File: config.mk
export PLATFORM = sky130hd
export DESIGN_NAME = calendar_date_neighbours_flat
export DESIGN_NICKNAME = d
export VERILOG_FILES = /design/src/hw/rtl/cdn_pkg.sv /design/src/hw/rtl/cdn_req_if.sv /design/src/hw/rtl/cdn_rsp_if.sv /design/src/hw/rtl/cdn_pipe_stage.sv /design/src/hw/rtl/calendar_date_neighbours.sv /design/src/flat_wrapper.sv
export SDC_FILE = /design/constraint.sdc
export NUM_CORES = 1
export LEC_CHECK = 0
export BUFFER_PORTS_ARGS = -buffer_cell sky130_fd_sc_hd__buf_2
export CORE_MARGIN = 2
export CORE_UTILIZATION = 62
export CTS_CLUSTER_DIAMETER = 40
export DETAILED_ROUTE_END_ITERATION = 12
export HOLD_SLACK_MARGIN = 0.12
export MAX_ROUTING_LAYER = met4
export PLACE_DENSITY_LB_ADDON = 0.1
export SKIP_LAST_GASP = 1
export SYNTH_ARGS = -nofsm -noshare
export SYNTH_HDL_FRONTEND = slang
export SYNTH_SLANG_ARGS = --single-unit
File: constraint.sdc
create_clock -name clock -period 5.4 [get_ports clock]
set_input_delay 0.54 -clock clock [delete_from_list [all_inputs] [get_ports clock]]
set_output_delay 0.54 -clock clock [all_outputs]
set_load 0.05 [all_outputs]
File: src/hw/rtl/cdn_pkg.sv
`timescale 1ns / 1ps
// shared widths, month codes, divide-by-25 constants and stage payload types
// for the calendar date neighbours block; no dependencies

package cdn_pkg;

   // field widths
   localparam int YEAR_W  = 14;
   localparam int MONTH_W = 4;
   localparam int DAY_W   = 5;

   // default for the largest valid year
   localparam int YEAR_MAX_DEFAULT = 9999;
   // year limit compare width, wider than the 14-bit year field
   localparam int YEAR_LIMIT_W = 17;

   // month codes
   localparam logic [MONTH_W-1:0] MONTH_JAN = 4'd1;
   localparam logic [MONTH_W-1:0] MONTH_FEB = 4'd2;
   localparam logic [MONTH_W-1:0] MONTH_MAR = 4'd3;
   localparam logic [MONTH_W-1:0] MONTH_APR = 4'd4;
   localparam logic [MONTH_W-1:0] MONTH_MAY = 4'd5;
   localparam logic [MONTH_W-1:0] MONTH_JUN = 4'd6;
   localparam logic [MONTH_W-1:0] MONTH_JUL = 4'd7;
   localparam logic [MONTH_W-1:0] MONTH_AUG = 4'd8;
   localparam logic [MONTH_W-1:0] MONTH_SEP = 4'd9;
   localparam logic [MONTH_W-1:0] MONTH_OCT = 4'd10;
   localparam logic [MONTH_W-1:0] MONTH_NOV = 4'd11;
   localparam logic [MONTH_W-1:0] MONTH_DEC = 4'd12;

   // month lengths
   localparam logic [DAY_W-1:0] DAYS_LONG     = 5'd31;
   localparam logic [DAY_W-1:0] DAYS_SHORT    = 5'd30;
   localparam logic [DAY_W-1:0] DAYS_FEB_LEAP = 5'd29;
   localparam logic [DAY_W-1:0] DAYS_FEB      = 5'd28;
   localparam logic [DAY_W-1:0] DAYS_NONE     = 5'd0;
   localparam logic [DAY_W-1:0] DAY_FIRST     = 5'd1;

   // floor(y / 25) = (y * 5243) >> 17, exact for every 14-bit year
   localparam int DIV25_MULT_W = 13;
   localparam logic [DIV25_MULT_W-1:0] DIV25_MULT = 13'd5243;
   localparam int DIV25_SHIFT = 17;
   localparam int PROD_W = YEAR_W + DIV25_MULT_W;
   localparam int QUOT_W = PROD_W - DIV25_SHIFT;

   // days in a month; zero for a month code outside the calendar
   function automatic logic [DAY_W-1:0] month_days(input logic leap,
                                                   input logic [MONTH_W-1:0] month);
      logic [DAY_W-1:0] days;
      case (month)
         MONTH_FEB: days = leap ? DAYS_FEB_LEAP : DAYS_FEB;
         MONTH_APR, MONTH_JUN, MONTH_SEP, MONTH_NOV: days = DAYS_SHORT;
         MONTH_JAN, MONTH_MAR, MONTH_MAY, MONTH_JUL,
         MONTH_AUG, MONTH_OCT, MONTH_DEC: days = DAYS_LONG;
         default: days = DAYS_NONE;
      endcase
      return days;
   endfunction

   // stage 1: captured date and the divide-by-25 product
   typedef struct packed {
      logic [YEAR_W-1:0]  year;
      logic [MONTH_W-1:0] month;
      logic [DAY_W-1:0]   day;
      logic [PROD_W-1:0]  prod;
   } s1_type;

   // stage 2: leap flag, month lengths and date check
   typedef struct packed {
      logic [YEAR_W-1:0]  year;
      logic [MONTH_W-1:0] month;
      logic [DAY_W-1:0]   day;
      logic               leap;
      logic [DAY_W-1:0]   len;
      logic [DAY_W-1:0]   prev_len;
      logic               valid;
   } s2_type;

   // stage 3: the result beat
   typedef struct packed {
      logic               date_valid;
      logic               leap_year;
      logic [DAY_W-1:0]   month_length;
      logic               prev_exists;
      logic [YEAR_W-1:0]  prev_year;
      logic [MONTH_W-1:0] prev_month;
      logic [DAY_W-1:0]   prev_day;
      logic [YEAR_W-1:0]  next_year;
      logic [MONTH_W-1:0] next_month;
      logic [DAY_W-1:0]   next_day;
   } rsp_type;

endpackage

File: src/hw/rtl/cdn_req_if.sv
`timescale 1ns / 1ps
// request channel: one date per beat, valid/ready handshake
// depends on cdn_pkg for field widths

interface cdn_req_if;
   logic                         valid;
   logic                         ready;
   logic [cdn_pkg::YEAR_W-1:0]   year;
   logic [cdn_pkg::MONTH_W-1:0]  month;
   logic [cdn_pkg::DAY_W-1:0]    day;

   modport source (output valid, year, month, day, input ready);
   modport sink (input valid, year, month, day, output ready);
endinterface

File: src/hw/rtl/cdn_rsp_if.sv
`timescale 1ns / 1ps
// response channel: date check and neighbour dates, valid/ready handshake
// depends on cdn_pkg for field widths

interface cdn_rsp_if;
   logic                         valid;
   logic                         ready;
   logic                         date_valid;
   logic                         leap_year;
   logic [cdn_pkg::DAY_W-1:0]    month_length;
   logic                         prev_exists;
   logic [cdn_pkg::YEAR_W-1:0]   prev_year;
   logic [cdn_pkg::MONTH_W-1:0]  prev_month;
   logic [cdn_pkg::DAY_W-1:0]    prev_day;
   logic [cdn_pkg::YEAR_W-1:0]   next_year;
   logic [cdn_pkg::MONTH_W-1:0]  next_month;
   logic [cdn_pkg::DAY_W-1:0]    next_day;

   modport source (output valid, date_valid, leap_year, month_length, prev_exists,
                   prev_year, prev_month, prev_day, next_year, next_month, next_day,
                   input ready);
   modport sink (input valid, date_valid, leap_year, month_length, prev_exists,
                 prev_year, prev_month, prev_day, next_year, next_month, next_day,
                 output ready);
endinterface

File: src/hw/rtl/cdn_pipe_stage.sv
`timescale 1ns / 1ps
// one pipeline register stage with its valid bit and handshake
// a stage takes a new beat when empty or when its contents move on

module cdn_pipe_stage #(
   parameter int WIDTH = 1
) (
   input  logic             clock,
   input  logic             reset,
   input  logic             in_valid,
   output logic             in_ready,
   input  logic [WIDTH-1:0] in_data,
   output logic             out_valid,
   input  logic             out_ready,
   output logic [WIDTH-1:0] out_data
);

   logic             valid_ff;
   logic             valid_in;
   logic [WIDTH-1:0] data_ff;

   // open when empty or draining this cycle
   assign in_ready = !valid_ff || out_ready;
   assign valid_in = in_ready ? in_valid : valid_ff;

   always_ff @(posedge clock) begin
      if (reset) begin
         valid_ff <= 1'b0;
      end else begin
         valid_ff <= valid_in;
      end
   end

   // payload loads only on an accepted beat
   always_ff @(posedge clock) begin
      if (in_ready && in_valid) begin
         data_ff <= in_data;
      end
   end

   assign out_valid = valid_ff;
   assign out_data  = data_ff;

endmodule

File: src/hw/rtl/calendar_date_neighbours.sv
`timescale 1ns / 1ps
// top level: Gregorian date check with previous and next date
// depends on cdn_pkg, cdn_req_if, cdn_rsp_if and cdn_pipe_stage

// Checks a Gregorian date (year, month, day) and returns in one response beat
// whether it is valid, whether its year is a leap year, the month length, and
// the previous and next dates. A new date is taken every cycle while the
// pipeline is not stalled; each result passes through three register
// stages: the divide-by-25 reciprocal multiply, the leap rule with the month
// length lookup and date check, and the step to the neighbouring dates.
// Backpressure on the response side stalls the stages without losing beats.
// Years from 1 to YEAR_MAX count as valid. For an invalid date all previous
// and next fields and prev_exists read zero; January 1 of year 1 gives
// prev_exists low with December 31 of year 0 as the previous date.

module calendar_date_neighbours #(
   parameter int YEAR_MAX = cdn_pkg::YEAR_MAX_DEFAULT
) (
   input  logic      clock,
   input  logic      reset,
   cdn_req_if.sink   req_bus,
   cdn_rsp_if.source rsp_bus
);

   localparam logic [cdn_pkg::YEAR_LIMIT_W-1:0] YEAR_LIMIT =
      cdn_pkg::YEAR_LIMIT_W'(YEAR_MAX);
   localparam int YW = cdn_pkg::YEAR_W;
   localparam int MW = cdn_pkg::MONTH_W;
   localparam int DW = cdn_pkg::DAY_W;

   cdn_pkg::s1_type  s1_in, s1_out;
   cdn_pkg::s2_type  s2_in, s2_out;
   cdn_pkg::rsp_type s3_in, s3_out;
   logic             s1_valid, s1_ready;
   logic             s2_valid, s2_ready;

   // stage 1: capture date, reciprocal multiply for the divide by 25
   always_comb begin
      s1_in.year  = req_bus.year;
      s1_in.month = req_bus.month;
      s1_in.day   = req_bus.day;
      s1_in.prod  = cdn_pkg::PROD_W'(req_bus.year) *
                    cdn_pkg::PROD_W'(cdn_pkg::DIV25_MULT);
   end

   cdn_pipe_stage #(.WIDTH($bits(cdn_pkg::s1_type))) u_stage1 (
      .clock     (clock),
      .reset     (reset),
      .in_valid  (req_bus.valid),
      .in_ready  (req_bus.ready),
      .in_data   (s1_in),
      .out_valid (s1_valid),
      .out_ready (s1_ready),
      .out_data  (s1_out)
   );

   // stage 2: leap rule, month lengths and date check
   logic [cdn_pkg::QUOT_W-1:0] quot;
   logic [YW-1:0]              quot25;
   logic [YW-1:0]              rem25;
   logic                       div25;
   logic                       year_ok;

   always_comb begin
      quot   = s1_out.prod[cdn_pkg::PROD_W-1:cdn_pkg::DIV25_SHIFT];
      quot25 = YW'({quot, 4'b0}) + YW'({quot, 3'b0}) + YW'(quot);
      rem25  = s1_out.year - quot25;
      div25  = (rem25 == '0);
      year_ok = (s1_out.year != '0) &&
                (cdn_pkg::YEAR_LIMIT_W'(s1_out.year) <= YEAR_LIMIT);

      s2_in.year     = s1_out.year;
      s2_in.month    = s1_out.month;
      s2_in.day      = s1_out.day;
      // divisible by 4, and not a century unless divisible by 400
      s2_in.leap     = (s1_out.year[1:0] == 2'b0) &&
                       (!div25 || (s1_out.year[3:0] == 4'b0));
      s2_in.len      = cdn_pkg::month_days(s2_in.leap, s1_out.month);
      s2_in.prev_len = cdn_pkg::month_days(s2_in.leap, s1_out.month - MW'(1));
      s2_in.valid    = year_ok && (s2_in.len != cdn_pkg::DAYS_NONE) &&
                       (s1_out.day != '0) && (s1_out.day <= s2_in.len);
   end

   cdn_pipe_stage #(.WIDTH($bits(cdn_pkg::s2_type))) u_stage2 (
      .clock     (clock),
      .reset     (reset),
      .in_valid  (s1_valid),
      .in_ready  (s1_ready),
      .in_data   (s2_in),
      .out_valid (s2_valid),
      .out_ready (s2_ready),
      .out_data  (s2_out)
   );

   // stage 3: step back and forward one day
   always_comb begin
      s3_in.date_valid   = s2_out.valid;
      s3_in.leap_year    = s2_out.leap;
      s3_in.month_length = s2_out.len;
      s3_in.prev_exists  = 1'b0;
      s3_in.prev_year    = '0;
      s3_in.prev_month   = '0;
      s3_in.prev_day     = '0;
      s3_in.next_year    = '0;
      s3_in.next_month   = '0;
      s3_in.next_day     = '0;

      if (s2_out.valid) begin
         // previous date
         if (s2_out.day > cdn_pkg::DAY_FIRST) begin
            s3_in.prev_year  = s2_out.year;
            s3_in.prev_month = s2_out.month;
            s3_in.prev_day   = s2_out.day - DW'(1);
         end else if (s2_out.month > cdn_pkg::MONTH_JAN) begin
            s3_in.prev_year  = s2_out.year;
            s3_in.prev_month = s2_out.month - MW'(1);
            s3_in.prev_day   = s2_out.prev_len;
         end else begin
            s3_in.prev_year  = s2_out.year - YW'(1);
            s3_in.prev_month = cdn_pkg::MONTH_DEC;
            s3_in.prev_day   = cdn_pkg::DAYS_LONG;
         end
         s3_in.prev_exists = (s3_in.prev_year != '0);

         // next date
         if (s2_out.day < s2_out.len) begin
            s3_in.next_year  = s2_out.year;
            s3_in.next_month = s2_out.month;
            s3_in.next_day   = s2_out.day + DW'(1);
         end else if (s2_out.month < cdn_pkg::MONTH_DEC) begin
            s3_in.next_year  = s2_out.year;
            s3_in.next_month = s2_out.month + MW'(1);
            s3_in.next_day   = cdn_pkg::DAY_FIRST;
         end else begin
            s3_in.next_year  = s2_out.year + YW'(1);
            s3_in.next_month = cdn_pkg::MONTH_JAN;
            s3_in.next_day   = cdn_pkg::DAY_FIRST;
         end
      end
   end

   cdn_pipe_stage #(.WIDTH($bits(cdn_pkg::rsp_type))) u_stage3 (
      .clock     (clock),
      .reset     (reset),
      .in_valid  (s2_valid),
      .in_ready  (s2_ready),
      .in_data   (s3_in),
      .out_valid (rsp_bus.valid),
      .out_ready (rsp_bus.ready),
      .out_data  (s3_out)
   );

   // response beat fields
   assign rsp_bus.date_valid   = s3_out.date_valid;
   assign rsp_bus.leap_year    = s3_out.leap_year;
   assign rsp_bus.month_length = s3_out.month_length;
   assign rsp_bus.prev_exists  = s3_out.prev_exists;
   assign rsp_bus.prev_year    = s3_out.prev_year;
   assign rsp_bus.prev_month   = s3_out.prev_month;
   assign rsp_bus.prev_day     = s3_out.prev_day;
   assign rsp_bus.next_year    = s3_out.next_year;
   assign rsp_bus.next_month   = s3_out.next_month;
   assign rsp_bus.next_day     = s3_out.next_day;

`ifndef SYNTHESIS
   // an accepted request beat always occupies stage 1 next cycle
   a_req_lands: assert property (@(posedge clock) disable iff (reset)
      req_bus.valid && req_bus.ready |=> s1_valid)
      else $error("accepted request beat did not reach stage 1");

   // a valid date has a real month length
   a_len_nonzero: assert property (@(posedge clock) disable iff (reset)
      rsp_bus.valid && rsp_bus.date_valid |-> rsp_bus.month_length != '0)
      else $error("valid date with zero month length");

   // invalid dates carry zero prev_exists, prev_day and next_day
   a_invalid_zero: assert property (@(posedge clock) disable iff (reset)
      rsp_bus.valid && !rsp_bus.date_valid |->
         !rsp_bus.prev_exists && rsp_bus.prev_day == '0 && rsp_bus.next_day == '0)
      else $error("invalid date with nonzero neighbour fields");

   // next date of a valid date is a real month and day
   a_next_sane: assert property (@(posedge clock) disable iff (reset)
      rsp_bus.valid && rsp_bus.date_valid |->
         rsp_bus.next_month >= cdn_pkg::MONTH_JAN &&
         rsp_bus.next_month <= cdn_pkg::MONTH_DEC &&
         rsp_bus.next_day != '0)
      else $error("next date out of calendar range");
`endif

endmodule
File: src/flat_wrapper.sv
// flat-port wrapper written by rule: the top's interface ports become plain ports
module calendar_date_neighbours_flat 
#(
   parameter int YEAR_MAX = cdn_pkg::YEAR_MAX_DEFAULT
)
  (clock, reset, req_bus_valid, req_bus_year, req_bus_month, req_bus_day, req_bus_ready, rsp_bus_valid, rsp_bus_date_valid, rsp_bus_leap_year, rsp_bus_month_length, rsp_bus_prev_exists, rsp_bus_prev_year, rsp_bus_prev_month, rsp_bus_prev_day, rsp_bus_next_year, rsp_bus_next_month, rsp_bus_next_day, rsp_bus_ready);
  cdn_req_if req_bus_i ();
  cdn_rsp_if rsp_bus_i ();
  input  logic clock;
  input  logic reset;
  input wire logic [$bits(req_bus_i.valid)-1:0] req_bus_valid;
  input wire logic [$bits(req_bus_i.year)-1:0] req_bus_year;
  input wire logic [$bits(req_bus_i.month)-1:0] req_bus_month;
  input wire logic [$bits(req_bus_i.day)-1:0] req_bus_day;
  output wire logic [$bits(req_bus_i.ready)-1:0] req_bus_ready;
  output wire logic [$bits(rsp_bus_i.valid)-1:0] rsp_bus_valid;
  output wire logic [$bits(rsp_bus_i.date_valid)-1:0] rsp_bus_date_valid;
  output wire logic [$bits(rsp_bus_i.leap_year)-1:0] rsp_bus_leap_year;
  output wire logic [$bits(rsp_bus_i.month_length)-1:0] rsp_bus_month_length;
  output wire logic [$bits(rsp_bus_i.prev_exists)-1:0] rsp_bus_prev_exists;
  output wire logic [$bits(rsp_bus_i.prev_year)-1:0] rsp_bus_prev_year;
  output wire logic [$bits(rsp_bus_i.prev_month)-1:0] rsp_bus_prev_month;
  output wire logic [$bits(rsp_bus_i.prev_day)-1:0] rsp_bus_prev_day;
  output wire logic [$bits(rsp_bus_i.next_year)-1:0] rsp_bus_next_year;
  output wire logic [$bits(rsp_bus_i.next_month)-1:0] rsp_bus_next_month;
  output wire logic [$bits(rsp_bus_i.next_day)-1:0] rsp_bus_next_day;
  input wire logic [$bits(rsp_bus_i.ready)-1:0] rsp_bus_ready;
  assign req_bus_i.valid = req_bus_valid;
  assign req_bus_i.year = req_bus_year;
  assign req_bus_i.month = req_bus_month;
  assign req_bus_i.day = req_bus_day;
  assign req_bus_ready = req_bus_i.ready;
  assign rsp_bus_valid = rsp_bus_i.valid;
  assign rsp_bus_date_valid = rsp_bus_i.date_valid;
  assign rsp_bus_leap_year = rsp_bus_i.leap_year;
  assign rsp_bus_month_length = rsp_bus_i.month_length;
  assign rsp_bus_prev_exists = rsp_bus_i.prev_exists;
  assign rsp_bus_prev_year = rsp_bus_i.prev_year;
  assign rsp_bus_prev_month = rsp_bus_i.prev_month;
  assign rsp_bus_prev_day = rsp_bus_i.prev_day;
  assign rsp_bus_next_year = rsp_bus_i.next_year;
  assign rsp_bus_next_month = rsp_bus_i.next_month;
  assign rsp_bus_next_day = rsp_bus_i.next_day;
  assign rsp_bus_i.ready = rsp_bus_ready;
  calendar_date_neighbours #(.YEAR_MAX(YEAR_MAX)) u_core (.clock(clock), .reset(reset), .req_bus(req_bus_i), .rsp_bus(rsp_bus_i));
endmodule
# Word-level counts from Yosys, hierarchy flattened
# Index checks and enable logic that the tools add are counted.
word_totals:
  reg_bits: 142
  in_bits: 27
  out_inout_bits: 56
classes:
  n_addsub: 10
  mul: 1
  magnitude_cmp: 6
  eq_ne: 24
  mux: 8
  n_reduce_logical: 27
op_table:
  columns: ["cell", "count"]
  rows:
  - ["$mux W23", 5]
  - ["$eq A4 B4 Y1 const B", 10]
  - ["$eq A4 B3 Y1 const B", 8]
  - ["$pmux W5 S3", 2]
  - ["$reduce_bool A14 Y1", 2]
  - ["$mul A14 B13 Y27 const B", 1]
  - ["$eq A4 B2 Y1 const B", 4]
  - ["$add A14 B1 Y14 const B", 1]
  - ["$add A14 B10 Y14", 1]
  - ["$add A14 B13 Y14", 1]
  - ["$le A14 B14 Y1 const B", 1]
  - ["$logic_not A14 Y1", 1]
  - ["$reduce_or A7 Y1", 2]
  - ["$sub A14 B1 Y14 const B", 1]
  - ["$sub A14 B14 Y14", 1]
  - ["$reduce_bool A5 Y1", 2]
  - ["$eq A4 B1 Y1 const B", 2]
  - ["$logic_and A1 B1 Y1", 8]
  - ["$reduce_or A4 Y1", 2]
  - ["$sub A4 B1 Y4 const B", 2]
  - ["$add A5 B1 Y5 const B", 1]
  - ["$gt A5 B1 Y1 const B", 1]
  - ["$le A5 B5 Y1", 1]
  - ["$lt A5 B5 Y1", 1]
  - ["9 further kinds", 15]

# Depth between registers and ports, before layout
logic_depth:
  ltp_word: 13
  depth_mapped: 23

# Hierarchy
# Synthesis repeated with hierarchy kept, for this count alone.
hier_totals:
  hier_cells: 1004
  area_unflattened_um2: 11157.0
modules_own_cells:
  columns: ["module", "n_inst", "cells_per_inst", "area_per_inst_um2"]
  rows:
  - ["calendar_date_neighbours", 1, 850, 6817.8]
  - ["cdn_pipe_stage (u_core.u_stage3)", 1, 59, 1676.6]
  - ["cdn_pipe_stage (u_core.u_stage1)", 1, 55, 1556.5]
  - ["cdn_pipe_stage (u_core.u_stage2)", 1, 40, 1106.1]

# Worst setup path after synthesis
# Ideal clock, no wire load.
synth_timing:
  kind: "input-to-reg"
  start: "in req_bus_year[8]"
  end: "reg u_core.u_stage1.data_ff[19], in the netlist u_core.u_stage1.out_data[19] (data pin)"
  setup_ps: 260
  arrival_time_ps: 4656
  required_time_ps: 5140
  path_slack_ps: 485
  path_stages: 17
  path_buffers: 0
  cell_sequence: "ha_1 > inv_1 > fa_1 > inv_1 > fa_1 > inv_1 > fa_1 > fa_1 > inv_1 > ha_1 > and3_1 > a221oi_1 > o211ai_1 > a311o_1 > a21o_1 > a21oi_1 > xnor2_1"
synth_rtl:
  columns: ["item", "line", "rtl"]
  rows:
  - ["from (decl)", "flat_wrapper.sv:12", "input wire logic [$bits(req_bus_i.year)-1:0] req_bus_year;"]
  - ["to (signal assigned)", "cdn_pipe_stage.sv:37", "data_ff <= in_data;"]
  - ["to (decl)", "cdn_pipe_stage.sv:20", "logic [WIDTH-1:0] data_ff;"]

==> reports/qor.txt <==
Outcome: finished clean
Synth async-reset ratio: 0%
Final Wtd Congestion: 0.941
DR pass1 iterations: 5
Vias after detailed routing: 6724
Netlist cell types: 77
CTS clk-pin slew, worst paths: 0.06 ns
Synth top area cells: edfxtp_1, ha_1, fa_1
Die W: 131 um
Syn_area_per_cell: 11.1 um2
DP Area: 10600 um2
# fillers: 1191
Metal2 WL: 9.51 mm
Share of the synthesized area in the top cell type: 34.8%
Arrival @ worst endpoint: 5.26 ns
Post-synth top area cell: edfxtp_1
Synth warn: 0
Final Setup Violations: 0
CP startpoint kind: register
ANT cells: 0
DR vias/cell: 5.57
TritonCTS clock tree: yes
Setup Crit Path Kind: register to register
Final Critical Period: 5.11 ns
Pwr Total: 6.70 mW
DR iter-0 viols: 386
Max-slew violation count: 0
Die height: 131 um
Max layer used: met4
Layout Cells excl Fill: 1207
Initial Util: 63.2%
Fmax: 0.196 GHz
Net count, final: 1217
Total Wirelength: 19.3 mm
Largest net degree at the start of global routing: 53
Worst Path Required: 5.56 ns
Max-Cap Viols: 0
Slew margin rel.: 19.0%
Synthesized cell area: 10000 um2
Post-Place Cells: 1177
FF-to-FF setup slack: 0.29 ns
Crit path max fanout: 6
Commonest non-fill, non-tap cell in the layout: inv_1
Post-synth EDFFs: 116
Root buf cell: clkbuf_16
Final worst slack: 0.294 ns
Most used DFF post-synth: edfxtp_1
Seq/Total Area, Yosys: 35.4%
Initial antenna violation count: 0
Final hold viol count: 0
Met3 WL: 799 um
Hold WC Path Type: primary input to register
DRC: 0
Worst Tran Pin Value: 1.22 ns
M1 WL: 8.53 mm
Yosys reg bits: 119
Wirelength per Cell: 16.0 um
Synthesized net count: 1136
Leak pwr: 5.08 nW
Final clock period utilization by the worst path: 94.6%
CP Capture Type: register
Most frequent cells in the layout: inv_1, ha_1, edfxtp_1
Core Rows: 46
Worst IR drop on VDD: 533 uV
CTS Buffer Depth: 2
Post-DP HPWL: 15.6 mm
Area growth syn-to-layout: 11.6%
DRT antenna net count: 0
All-Layer GR Usage: 25.3%
Pwr dens: 600 nW/um2
First-pass GRT wire length: 31.7 mm
IO Port Bufs: 82
Vias in the first global route: 6429
Gate Count Post-Synth: 899
Dpl ws: 0.0331 ns
I/O Pins: 83
# H-tree levels: 4
CTS Buf Count: 17
Num Clock Sinks: 119
Final Cell Area: 11200 um2
Layout cells sized above 1: 13.9%
Post-CTS setup buffers: 0
Overflow after GRT: 0
Later-pin clock latency in the skew report: 0.42 ns
Die area: 17200 um2
Core region area: 15800 um2
Clock Skew: 0.00882 ns
[final timing paths]
check	startpoint	endpoint	depth (start not counted)
worst max-delay path	u_core.u_stage1.out_data[19]$_DFFE_PP_	u_core.u_stage2.out_data[0]$_DFFE_PP_	20
worst min-delay path	req_bus_month[1]	u_core.u_stage1.out_data[33]$_DFFE_PP_	1
worst max register to register	u_core.u_stage1.out_data[19]$_DFFE_PP_	u_core.u_stage2.out_data[0]$_DFFE_PP_	20
worst min register to register	u_core.u_stage2.out_data[11]$_DFFE_PP_	u_core.u_stage3.out_data[52]$_DFFE_PP_	0
[worst max-delay path, stage by stage (launching register included)]
cell	delay (ns)
edfxtp_1	0.38
inv_1	0.10
fa_1	0.58
fa_1	0.43
ha_1	0.31
a211o_1	0.34
or2_2	0.28
o32ai_2	0.27
nor3_1	0.08
a311o_1	0.28
or4_4	0.56
o211ai_2	0.20
a31oi_2	0.16
ha_1	0.23
nor2b_1	0.11
o21a_1	0.11
o21ai_0	0.06
nand2b_1	0.07
a21oi_1	0.06
a31oi_1	0.18
a211oi_1	0.06
[state kept, by name (all words and copies together), names as in the netlist]
signal,count
u_core.u_stage3.out_data,52
u_core.u_stage1.out_data,33
u_core.u_stage2.out_valid,1
u_core.u_stage3.out_valid,1
u_core.u_stage2.out_data,31
u_core.u_stage1.out_valid,1
[cell usage after synthesis, types with 4 or more instances]
cell type  number
o21a_1          7
or3_1           7
a21o_1         10
nor4_1         12
a31oi_1         7
nor3b_1         5
a21boi_0        7
buf_6           5
clkbuf_1       16
edfxtp_1      116
o21ai_0        21
nand2_1        34
xor2_1         16
and2_1         18
nor2b_1        12
ha_1          131
nor3_1         17
nor4b_1         4
o211ai_1        6
xnor2_1        25
a21oi_1        30
nand4_1         7
a21boi_1        4
nor2_1         25
nand2b_1        6
inv_1         167
o31ai_1         4
and3_1         10
fa_1           79
nand3_1        19
[through the flow]
| step | hold WS [ns] | TNS [ns] | utilization (%) |
|---|---|---|---|
| finish | 0.291 | 0 | 70.6 |
| global route | 0.279 | -0.00437 | 70.6 |
| CTS | 0.279 | 0 | 70.4 |
| detailed placement | 0.419 | 0 | 67.0 |
| global placement | 0.407 | 0 | 67.0 |
| floorplan | 0.400 | 0 | - |
[metal layers]
layer	GRT usage, %	vias up
met5	-	-
met2	39.9	179
met1	33.0	3235
li1	-	3278
met4	9.89	0
met3	4.40	32
[kinds of logic after synthesis]
| group | Yosys count | synth area share [%] |
|---|---|---|
| buffers and inverters | 195 | 7.93 |
| and+or+nand+nor | 192 | 10.6 |
| muxes | 4 | 0.438 |
| xor gates and xnor gates | 41 | 3.59 |
| DFF | 119 | 35.4 |
| AOI/OAI and AO/OA | 138 | 9.84 |
| adders and majority gates | 210 | 32.2 |
[repair_timing]
item                       in CTS  in global routing
hold buffers                    0                  0
setup endpoints to repair       0                  1
resized for setup               0                  4
[where the power goes]
group / switching (mW) / internal, mW
sequential: 0.0737 / 1.15
combinational: 2.56 / 1.89
clock: 0.380 / 0.663
[area by class of cell]
cell class	count	area, um2	area share (%)
Clock inverter	11	110	0.986
Multi-Input combinational cell	585	5720	51.2
Timing Repair Buffer	89	463	4.15
Sequential cell	119	3540	31.7
Tap cell	216	270	2.42
Clock buffer	19	433	3.88
Inverter	168	631	5.65
No activity file was read; power rests on OpenSTA's default activity.
